==> config.mk <==
export PLATFORM = sky130hd
export DESIGN_NAME = restriction_site_window_counter_core
export DESIGN_NICKNAME = d
export VERILOG_FILES = /design/src/hdl/rswc_pkg.sv /design/src/hdl/rswc_cell.sv /design/src/hdl/rswc_match.sv /design/src/hdl/rswc_window.sv /design/src/hdl/restriction_site_window_counter_core.sv
export SDC_FILE = /design/constraint.sdc
export NUM_CORES = 1
export LEC_CHECK = 0
export BUFFER_PORTS_ARGS = -buffer_cell sky130_fd_sc_hd__buf_2
export CAP_MARGIN = 20
export CELL_PAD_IN_SITES_DETAIL_PLACEMENT = 2
export CELL_PAD_IN_SITES_GLOBAL_PLACEMENT = 2
export CORE_ASPECT_RATIO = 2
export CORE_MARGIN = 1
export CORE_UTILIZATION = 41
export CTS_CLUSTER_SIZE = 25
export DETAILED_ROUTE_END_ITERATION = 16
export MAX_ROUTING_LAYER = met4
export PLACE_DENSITY_LB_ADDON = 0.1
export SYNTH_ARGS = -nofsm -noshare
export SYNTH_HDL_FRONTEND = slang
export SYNTH_SLANG_ARGS = --single-unit
export TNS_END_PERCENT = 50
==> constraint.sdc <==
create_clock -name clk_i -period 9.2 [get_ports clk_i]
set_input_delay 1.84 -clock clk_i [delete_from_list [all_inputs] [get_ports clk_i]]
set_output_delay 1.84 -clock clk_i [all_outputs]
set_load 0.01 [all_outputs]
==> src/hdl/rswc_pkg.sv <==
package rswc_pkg;

  localparam int unsigned CfgW    = 21;
  localparam int unsigned PosW    = 20;
  localparam int unsigned CountW  = 19;
  localparam int unsigned IndexW  = 16;
  localparam int unsigned NCells  = 4;
  localparam int unsigned NLong   = 4;
  localparam int unsigned HitW    = 3;

  localparam logic [CfgW-1:0]   LenMax    = 21'h100000;
  localparam logic [CfgW-1:0]   LenReset  = 21'd25000;
  localparam logic [CountW-1:0] CountMax  = 19'h7FFFF;
  localparam logic [IndexW-1:0] IndexMax  = 16'hFFFF;

  typedef logic [1:0] base_t;

  // four-base site, two bits a base, oldest base high
  localparam logic [7:0] SiteShort = 8'h8D;

  // five-base sites
  localparam logic [9:0] SiteLong [NLong] = '{10'h20D, 10'h21D, 10'h22D, 10'h23D};

  typedef struct packed {
    logic advance;
    logic close;
  } cell_ctrl_t;

  typedef struct packed {
    logic [CountW-1:0] cut_count;
    logic [IndexW-1:0] window_index;
    logic              last_window;
  } result_t;

endpackage

==> src/hdl/rswc_cell.sv <==
module rswc_cell
  import rswc_pkg::*;
(
  input  logic       clk_i,
  input  logic       rst_ni,
  input  cell_ctrl_t ctrl_i,
  input  base_t      base_i,
  input  logic       in_win_i,
  output base_t      base_o,
  output logic       in_win_o
);

  base_t base_q;
  logic  in_win_q, in_win_d;

  assign in_win_d = ctrl_i.close ? 1'b0 : in_win_i;

  always_ff @(posedge clk_i or negedge rst_ni) begin
    if (!rst_ni) begin
      in_win_q <= 1'b0;
    end else if (ctrl_i.advance) begin
      in_win_q <= in_win_d;
    end
  end

  always_ff @(posedge clk_i) begin
    if (ctrl_i.advance) begin
      base_q <= base_i;
    end
  end

  assign base_o   = base_q;
  assign in_win_o = in_win_q;

endmodule

==> src/hdl/rswc_match.sv <==
module rswc_match
  import rswc_pkg::*;
(
  input  base_t            base_i,
  input  base_t            hist_i [NCells],
  input  logic [NCells-1:0] in_win_i,
  output logic [HitW-1:0]  hit_o
);

  logic [9:0] word;
  logic       short_hit;
  logic [NLong-1:0] long_hit;

  // hist_i[0] is the newest stored base
  assign word = {hist_i[3], hist_i[2], hist_i[1], hist_i[0], base_i};

  assign short_hit = (word[7:0] == SiteShort) && (&in_win_i[2:0]);

  always_comb begin
    for (int k = 0; k < NLong; k++) begin
      long_hit[k] = (word == SiteLong[k]) && (&in_win_i);
    end
  end

  assign hit_o = HitW'(short_hit) + HitW'(long_hit[0]) + HitW'(long_hit[1])
               + HitW'(long_hit[2]) + HitW'(long_hit[3]);

endmodule

==> src/hdl/rswc_window.sv <==
module rswc_window
  import rswc_pkg::*;
(
  input  logic            clk_i,
  input  logic            rst_ni,
  input  logic            fire_i,
  input  logic            last_i,
  input  logic [HitW-1:0] hit_i,
  input  logic [CfgW-1:0] len_i,
  output logic            close_o,
  output logic            emit_o,
  output result_t         result_o
);

  logic [PosW-1:0]   pos_q, pos_d;
  logic [CountW-1:0] count_q, count_d, count_sum;
  logic [IndexW-1:0] index_q, index_d;
  logic [CfgW-1:0]   pos_new;
  logic [CountW:0]   sum_wide;
  logic              full;

  assign pos_new   = {1'b0, pos_q} + CfgW'(1);
  assign full      = pos_new >= len_i;
  assign sum_wide  = {1'b0, count_q} + (CountW + 1)'(hit_i);
  assign count_sum = (sum_wide > {1'b0, CountMax}) ? CountMax : sum_wide[CountW-1:0];

  assign close_o = full || last_i;
  assign emit_o  = close_o && (full || (index_q != '0));

  assign result_o.cut_count    = count_sum;
  assign result_o.window_index = index_q;
  assign result_o.last_window  = last_i;

  always_comb begin
    pos_d   = pos_new[PosW-1:0];
    count_d = count_sum;
    index_d = index_q;
    if (close_o) begin
      pos_d   = '0;
      count_d = '0;
      if (last_i) begin
        index_d = '0;
      end else if (index_q != IndexMax) begin
        index_d = index_q + IndexW'(1);
      end
    end
  end

  always_ff @(posedge clk_i or negedge rst_ni) begin
    if (!rst_ni) begin
      pos_q   <= '0;
      count_q <= '0;
      index_q <= '0;
    end else if (fire_i) begin
      pos_q   <= pos_d;
      count_q <= count_d;
      index_q <= index_d;
    end
  end

  ap_last_clears: assert property (@(posedge clk_i) disable iff (!rst_ni)
    fire_i && last_i |=> (index_q == '0) && (pos_q == '0) && (count_q == '0))
    else $error("state not cleared after final base");

  ap_close_resets_pos: assert property (@(posedge clk_i) disable iff (!rst_ni)
    fire_i && close_o |=> (pos_q == '0) && (count_q == '0))
    else $error("window not restarted after close");

  ap_index_steps: assert property (@(posedge clk_i) disable iff (!rst_ni)
    fire_i && !close_o |=> index_q == $past(index_q))
    else $error("window index moved inside a window");

endmodule

==> src/hdl/restriction_site_window_counter_core.sv <==
// Counts GATC, GAATC, GACTC, GAGTC and GATTC sites in consecutive windows of a
// DNA stream taken one 2-bit base per beat. The block accepts one base every
// clock cycle; a window result appears in the output register in the cycle
// after the base that closes the window and is held until taken; a first window
// cut short by the last base gives no result. The input stalls only while that
// register holds a result that is not taken in the same cycle. The previous
// four bases sit in a chain of four cells that shift on every accepted base and
// carry an in-window flag each. A written window length of zero acts as one,
// above 1048576 as 1048576, and applies from the next base.
module restriction_site_window_counter_core
  import rswc_pkg::*;
(
  input  logic              clk_i,
  input  logic              rst_ni,
  input  logic              cfg_valid_i,
  output logic              cfg_ready_o,
  input  logic [CfgW-1:0]   cfg_data_i,
  input  logic              in_valid_i,
  output logic              in_ready_o,
  input  logic [1:0]        base_i,
  input  logic              last_base_i,
  output logic              out_valid_o,
  input  logic              out_ready_i,
  output logic [CountW-1:0] cut_count_o,
  output logic [IndexW-1:0] window_index_o,
  output logic              last_window_o
);

  logic [CfgW-1:0]   len_q;
  logic              in_fire;
  cell_ctrl_t        ctrl;
  base_t             hist [NCells];
  logic [NCells-1:0] in_win;
  logic [HitW-1:0]   hit;
  logic              close, emit;
  result_t           result, out_q;
  logic              out_valid_q, out_valid_d;

  assign cfg_ready_o = 1'b1;

  // effective length kept in the register
  always_ff @(posedge clk_i or negedge rst_ni) begin
    if (!rst_ni) begin
      len_q <= LenReset;
    end else if (cfg_valid_i) begin
      if (cfg_data_i == '0) begin
        len_q <= CfgW'(1);
      end else if (cfg_data_i > LenMax) begin
        len_q <= LenMax;
      end else begin
        len_q <= cfg_data_i;
      end
    end
  end

  assign in_ready_o   = !out_valid_q || out_ready_i;
  assign in_fire      = in_valid_i && in_ready_o;
  assign ctrl.advance = in_fire;
  assign ctrl.close   = close;

  for (genvar i = 0; i < NCells; i++) begin : g_cell
    if (i == 0) begin : g_head
      rswc_cell u_cell (
        .clk_i    (clk_i),
        .rst_ni   (rst_ni),
        .ctrl_i   (ctrl),
        .base_i   (base_i),
        .in_win_i (1'b1),
        .base_o   (hist[i]),
        .in_win_o (in_win[i])
      );
    end else begin : g_body
      rswc_cell u_cell (
        .clk_i    (clk_i),
        .rst_ni   (rst_ni),
        .ctrl_i   (ctrl),
        .base_i   (hist[i-1]),
        .in_win_i (in_win[i-1]),
        .base_o   (hist[i]),
        .in_win_o (in_win[i])
      );
    end
  end

  rswc_match u_match (
    .base_i   (base_i),
    .hist_i   (hist),
    .in_win_i (in_win),
    .hit_o    (hit)
  );

  rswc_window u_window (
    .clk_i    (clk_i),
    .rst_ni   (rst_ni),
    .fire_i   (in_fire),
    .last_i   (last_base_i),
    .hit_i    (hit),
    .len_i    (len_q),
    .close_o  (close),
    .emit_o   (emit),
    .result_o (result)
  );

  // output register
  always_comb begin
    out_valid_d = out_valid_q;
    if (out_valid_q && out_ready_i) begin
      out_valid_d = 1'b0;
    end
    if (in_fire && emit) begin
      out_valid_d = 1'b1;
    end
  end

  always_ff @(posedge clk_i or negedge rst_ni) begin
    if (!rst_ni) begin
      out_valid_q <= 1'b0;
    end else begin
      out_valid_q <= out_valid_d;
    end
  end

  always_ff @(posedge clk_i) begin
    if (in_fire && emit) begin
      out_q <= result;
    end
  end

  assign out_valid_o    = out_valid_q;
  assign cut_count_o    = out_q.cut_count;
  assign window_index_o = out_q.window_index;
  assign last_window_o  = out_q.last_window;

  ap_flag_chain: assert property (@(posedge clk_i) disable iff (!rst_ni)
    (!in_win[1] || in_win[0]) && (!in_win[2] || in_win[1]) && (!in_win[3] || in_win[2]))
    else $error("in-window flags not contiguous");

  ap_emit_shown: assert property (@(posedge clk_i) disable iff (!rst_ni)
    in_fire && emit |=> out_valid_o && (last_window_o == $past(last_base_i)))
    else $error("window result not registered");

  ap_close_flags: assert property (@(posedge clk_i) disable iff (!rst_ni)
    in_fire && close |=> in_win == '0)
    else $error("cells still in window after close");

endmodule

Word level (Yosys, flattened, before mapping)
Cells that the tools add are included.
{ "word_totals": {"regBits": 125, "out_inout_bits": 39, "inputBits": 29, "elab_cells": 65} }
{ "op_classes": {"eq_ne": 6, "order_cmp": 3, "muxes": 13, "n_reduce_logical": 20, "addsub": 7} }
{ "ops": {"columns": ["operator", "n"], "rows": [
  ["21-bit two-way mux", 2],
  ["10-bit == test, second input constant", 4],
  ["19-bit two-way mux", 2],
  ["16-bit two-way mux", 2],
  ["20-bit by 1-bit adder with 21-bit output, second input constant", 1],
  ["21-bit >= comparator", 1],
  ["21-bit > comparator, second input constant", 1],
  ["21-bit zero test", 1],
  ["19-bit by 3-bit adder with 20-bit output", 1],
  ["20-bit by 19-bit > comparator with 1-bit output, second input constant", 1],
  ["20-bit two-way mux", 1],
  ["16-bit by 1-bit adder with 16-bit output, second input constant", 1],
  ["16-bit != test, second input constant", 1],
  ["16-bit nonzero test", 1],
  ["3-bit by 1-bit adder with 3-bit output", 3],
  ["1-bit logical AND", 9],
  ["8-bit == test, second input constant", 1],
  ["1-bit two-way mux", 6],
  ["3-bit AND reduction", 2],
  ["4-bit AND reduction", 1],
  ["2-bit nonzero test", 2],
  ["1-bit logical OR", 3],
  ["1-bit by 1-bit adder with 2-bit output", 1],
  ["1-bit zero test", 1]
]} }

Logic depth before layout (Yosys ltp)
{ "logic_depth": {"ltp_word": 10, "ltp_mapped": 20} }

By module
Synthesis repeated with hierarchy kept, for this count alone.
{ "unflattened": {"hier_cells": 657, "hier_area_um2": 6707.7} }
{ "by_module_without_submodules": {"columns": ["mod", "seq_area_each_um2", "instances", "area_each_um2", "cells_per_inst"], "rows": [
  ["rswc_window", 1376.3, 1, 4001.3, 473],
  ["restriction_site_window_counter_core", 1639.1, 1, 2095.8, 140],
  ["rswc_cell", 85.1, 4, 101.3, 6],
  ["rswc_match", 0.0, 1, 205.2, 20]
]} }

Worst setup path before layout
No wires, ideal clock.
{ "synth_timing": {"kind": "in2reg", "start": "input port base_i[1]", "end": "register out_q (netlist bit cut_count_o[18]), data pin", "slack_ns": 3.366, "path_buffers": 1, "arrival_time_ns": 5.574, "setup_time_ns": 0.260, "cell_stages": 19, "path_cell_list": "nand4b_1 nor2_1 nand4_1 nor3_1 ha_1 inv_1 fa_1 inv_1 ha_1 fa_1 inv_1 fa_1 nor2b_1 o211a_1 and3_1 clkbuf_1 nand2_1 nor2_1 mux2_2"} }
{ "synth_rtl": {"columns": ["element", "line_no", "source"], "rows": [
  ["start: declaration", "restriction_site_window_counter_core.sv:20", "input logic [1:0] base_i,"],
  ["end signal: assignment", "restriction_site_window_counter_core.sv:125", "out_q <= result;"],
  ["end: declaration", "restriction_site_window_counter_core.sv:36", "result_t result, out_q;"]
]} }

==> run metrics <==
status finished clean; Initial Util a little over two fifths; via/cell ratio ~6; register area share after synthesis just over 50%; synth top area cells dfrtp_1 (28%), edfxtp_1 (20%), ha_1 (5.6%); site row count 65; Startpoint Class input port; post_cts resized 0; Critical Path End cut_count_o[18]; Critical Path Start base_i[1]; PortBufs 66; FF-to-FF setup slack 4.11 ns; DRC viols 0; placed instance count 905; CTS tree built; syn_nets around 730; WP data required about 9.4 ns; MaxCap Viol Count 0; Slew @ Worst Pin approximately 1.1 ns; P_leak about 3.5 nW; register bit total from synthesis ~130; total power about 1.5 mW; simple-gate share of the synthesized area slightly below 20%; pre-CTS WS around 2.8 ns; CTS Sinks roughly 130; Synth Area in Compound Gates between 10 and 15%; multiplexer share of the synthesized area less than 1%; grt ovf 0; core area 15900 um^2; critical path capture point type flop; hold crit path type reg2reg; top cell type by total area after synthesis dfrtp_1; Max IR drop VDD 0.131 mV; Hold Slack roughly 0.46 ns; fmax 0.163 GHz; library cells used by synthesis 70; Syn Std Cell Area 6660 um^2; routed wire length between 15 and 20 mm; DPL Wire Length ~13 mm; die outline width just over 90 um; Layout fillers roughly 1.7k; GRT Overall Usage 26.5%; CTS clk-pin slew, worst paths about 0.060 ns; Post-synth EDFFs 44; r2r endpoint cut_count_o[18]; Post-synth ARST share between 60% and 70%; final RePlAce weighted congestion a little under 0.8; Final Hold Viols 0; CP Class in2reg; vias in the first global route roughly 6.2k; vias between 5k and 6k; TNS Setup 0 ns; FF-to-FF Start g_cell[2].g_body.u_cell.base_o[0]; DRT antenna net count 0; antenna violations before repair 0; Power Density about 190 nW/um^2; Hold-fix buffers, CTS 0; synth warn 0; Slew HR a little over a quarter; Non-Filler Instances roughly 940; die footprint approximately 17000 um^2; first drt pass iteration count 4; Multi-input gate area between 3000 and 4000 um^2; Adder-Cell Fraction of Synth Area approximately 6.7%; # diodes 0; Nets just under 800; # setup viols final 0; minimum clock period 6.14 ns; Final Skew roughly 0.0090 ns; FF+latch area between 3000 and 4000 um^2; Die Ht between 150 and 200 um; crit-path max FO 6; I/O pin count 68; CTS max path bufs 2; Post-Syn Instances approximately 660; fin crit share between 60% and 70%; Reg2Reg Depth 18; htree depth 4; CTS root buffer clkbuf_16; largest net degree at the start of global routing 52; WL/cell about 21 um; synthesis-to-finish area growth 16.7%; Synth Flop Type dfrtp_1; RSZ-0062 raised after global routing no; share of the synthesized area in the top cell type between 20% and 30%; DR iter-0 viols approximately 170; CTS buffer count 17; Worst Slack Setup Final ~3.1 ns; largest family of logic cells by synthesized area simple AND/OR/NAND/NOR gates; WP data arrival 6.31 ns; first-pass GRT wire length about 33 mm; Avg Synthesized Cell Area approximately 10 um^2; Post-CTS Setup Inserts 0; Worst-Skew Late Latency ~0.42 ns; final slew viol count 0; layout cells sized above 1 between 10% and 20%; XOR/XNOR Fraction of Synth Area 4.34%
## area by class of cell
class / instances / share of cell area, %
Sequential cell: 125 / 43.2
Multi-Input combinational cell: 471 / 39.1
Clock buffer: 28 / 7.34
Timing Repair Buffer: 70 / 4.67
Tap cell: 201 / 3.24
Inverter: 38 / 1.84
Clock inverter: 4 / 0.580
## routing by layer
metal	wire, um	up-vias	GRT usage [%]
met1	7190	2821	25.9
met4	670	0	11.2
met2	11600	106	50.6
met3	423	41	4.00
li1	-	2496	-
met5	0	-	-
## state kept, by name, indices dropped and copies added (netlist names), 3 cells and up
register / flops
cut_count_o: 19
g_cell.g_body.u_cell.base_o: 6
g_cell.g_body.u_cell.in_win_o: 3
len_q: 21
u_window.count_q: 19
u_window.index_q: 16
u_window.pos_q: 20
window_index_o: 16
## worst min-delay path by stage
stage                                            startpoint                                 to  slack [ns]  cells past startpoint
final                     g_cell[0].g_head.u_cell.base_o[1]  g_cell[1].g_body.u_cell.base_o[1]        0.46                      0
after global routing      g_cell[0].g_head.u_cell.base_o[0]  g_cell[1].g_body.u_cell.base_o[0]        0.48                      0
after CTS                 g_cell[0].g_head.u_cell.base_o[1]  g_cell[1].g_body.u_cell.base_o[1]        0.46                      0
after detailed placement  g_cell[0].g_head.u_cell.base_o[1]  g_cell[1].g_body.u_cell.base_o[1]        0.45                      0
after global placement    g_cell[2].g_body.u_cell.base_o[0]  g_cell[3].g_body.u_cell.base_o[0]        0.44                      0
after floorplan           g_cell[2].g_body.u_cell.base_o[0]  g_cell[3].g_body.u_cell.base_o[0]        0.42                      0
## cell usage after synthesis (all sizes together), types with 4 or more instances
cell      n
o21a      4
or4       4
nor4     12
or2       4
o21ai    56
nand2    93
a31o      5
o2bb2ai   5
nor3      7
mux2      4
nor2     34
a21oi    43
dfrtp    75
nand4    11
and2      8
clkbuf   19
and3     19
edfxtp   44
inv      37
nand3    29
and4      8
buf      11
o31ai     5
xor2     16
nor2b     5
dfstp     6
ha       30
xnor2    17
or3       4
## logic make-up (layout without fill, tap and decap cells)
kind of cell / Yosys count / in the layout
xor+xnor: 33 / 33
fa+ha+maj: 34 / 34
flops: 125 / 125
buf+inv: 68 / 140
compound gates: 147 / 147
other cells: 1 / 1
mux: 6 / 6
simple gates: 250 / 250
## where the power goes
group | internal [mW] | switching, mW | total (mW)
Sequential | 0.611 | 0.0192 | 0.631
Clock | 0.448 | 0.244 | 0.692
Combinational | 0.0461 | 0.0989 | 0.145
Total | 1.11 | 0.362 | 1.47
## per-stage QoR
step / utilization (%) / instance area, um^2
2_1_floorplan: - / 6660
3_3_place_gp: 45.1 / 7150
3_5_place_dp: 45.1 / 7150
4_1_cts: 49.0 / 7770
5_1_grt: 49.0 / 7770
6_report: 49.0 / 7770
## worst max-delay path, stage by stage
cell and delay [ns]:
buf_2 0.10, nand4b_1 0.16, nor2_1 0.19, nand4_1 0.13, nor3_1 0.23, ha_1 0.19, inv_1 0.06, fa_1 0.53
inv_1 0.06, ha_1 0.21, fa_1 0.52, inv_1 0.08, fa_1 0.45, nor2b_1 0.22, o211a_1 0.28, and3_1 0.32
nand2_1 0.17, nor2_1 0.22, mux2_2 0.37
## placed cells by master (no fill, tap or decap), drive strengths merged, types with 12 or more instances in the layout
cell	n
xnor2	17
nor4	12
inv	37
xor2	16
o21ai	56
buf	70
nand3	29
ha	30
dfrtp	75
and3	19
nand2	93
edfxtp	44
clkbuf	28
a21oi	43
nor2	34
(Power assumes the default switching activity.)
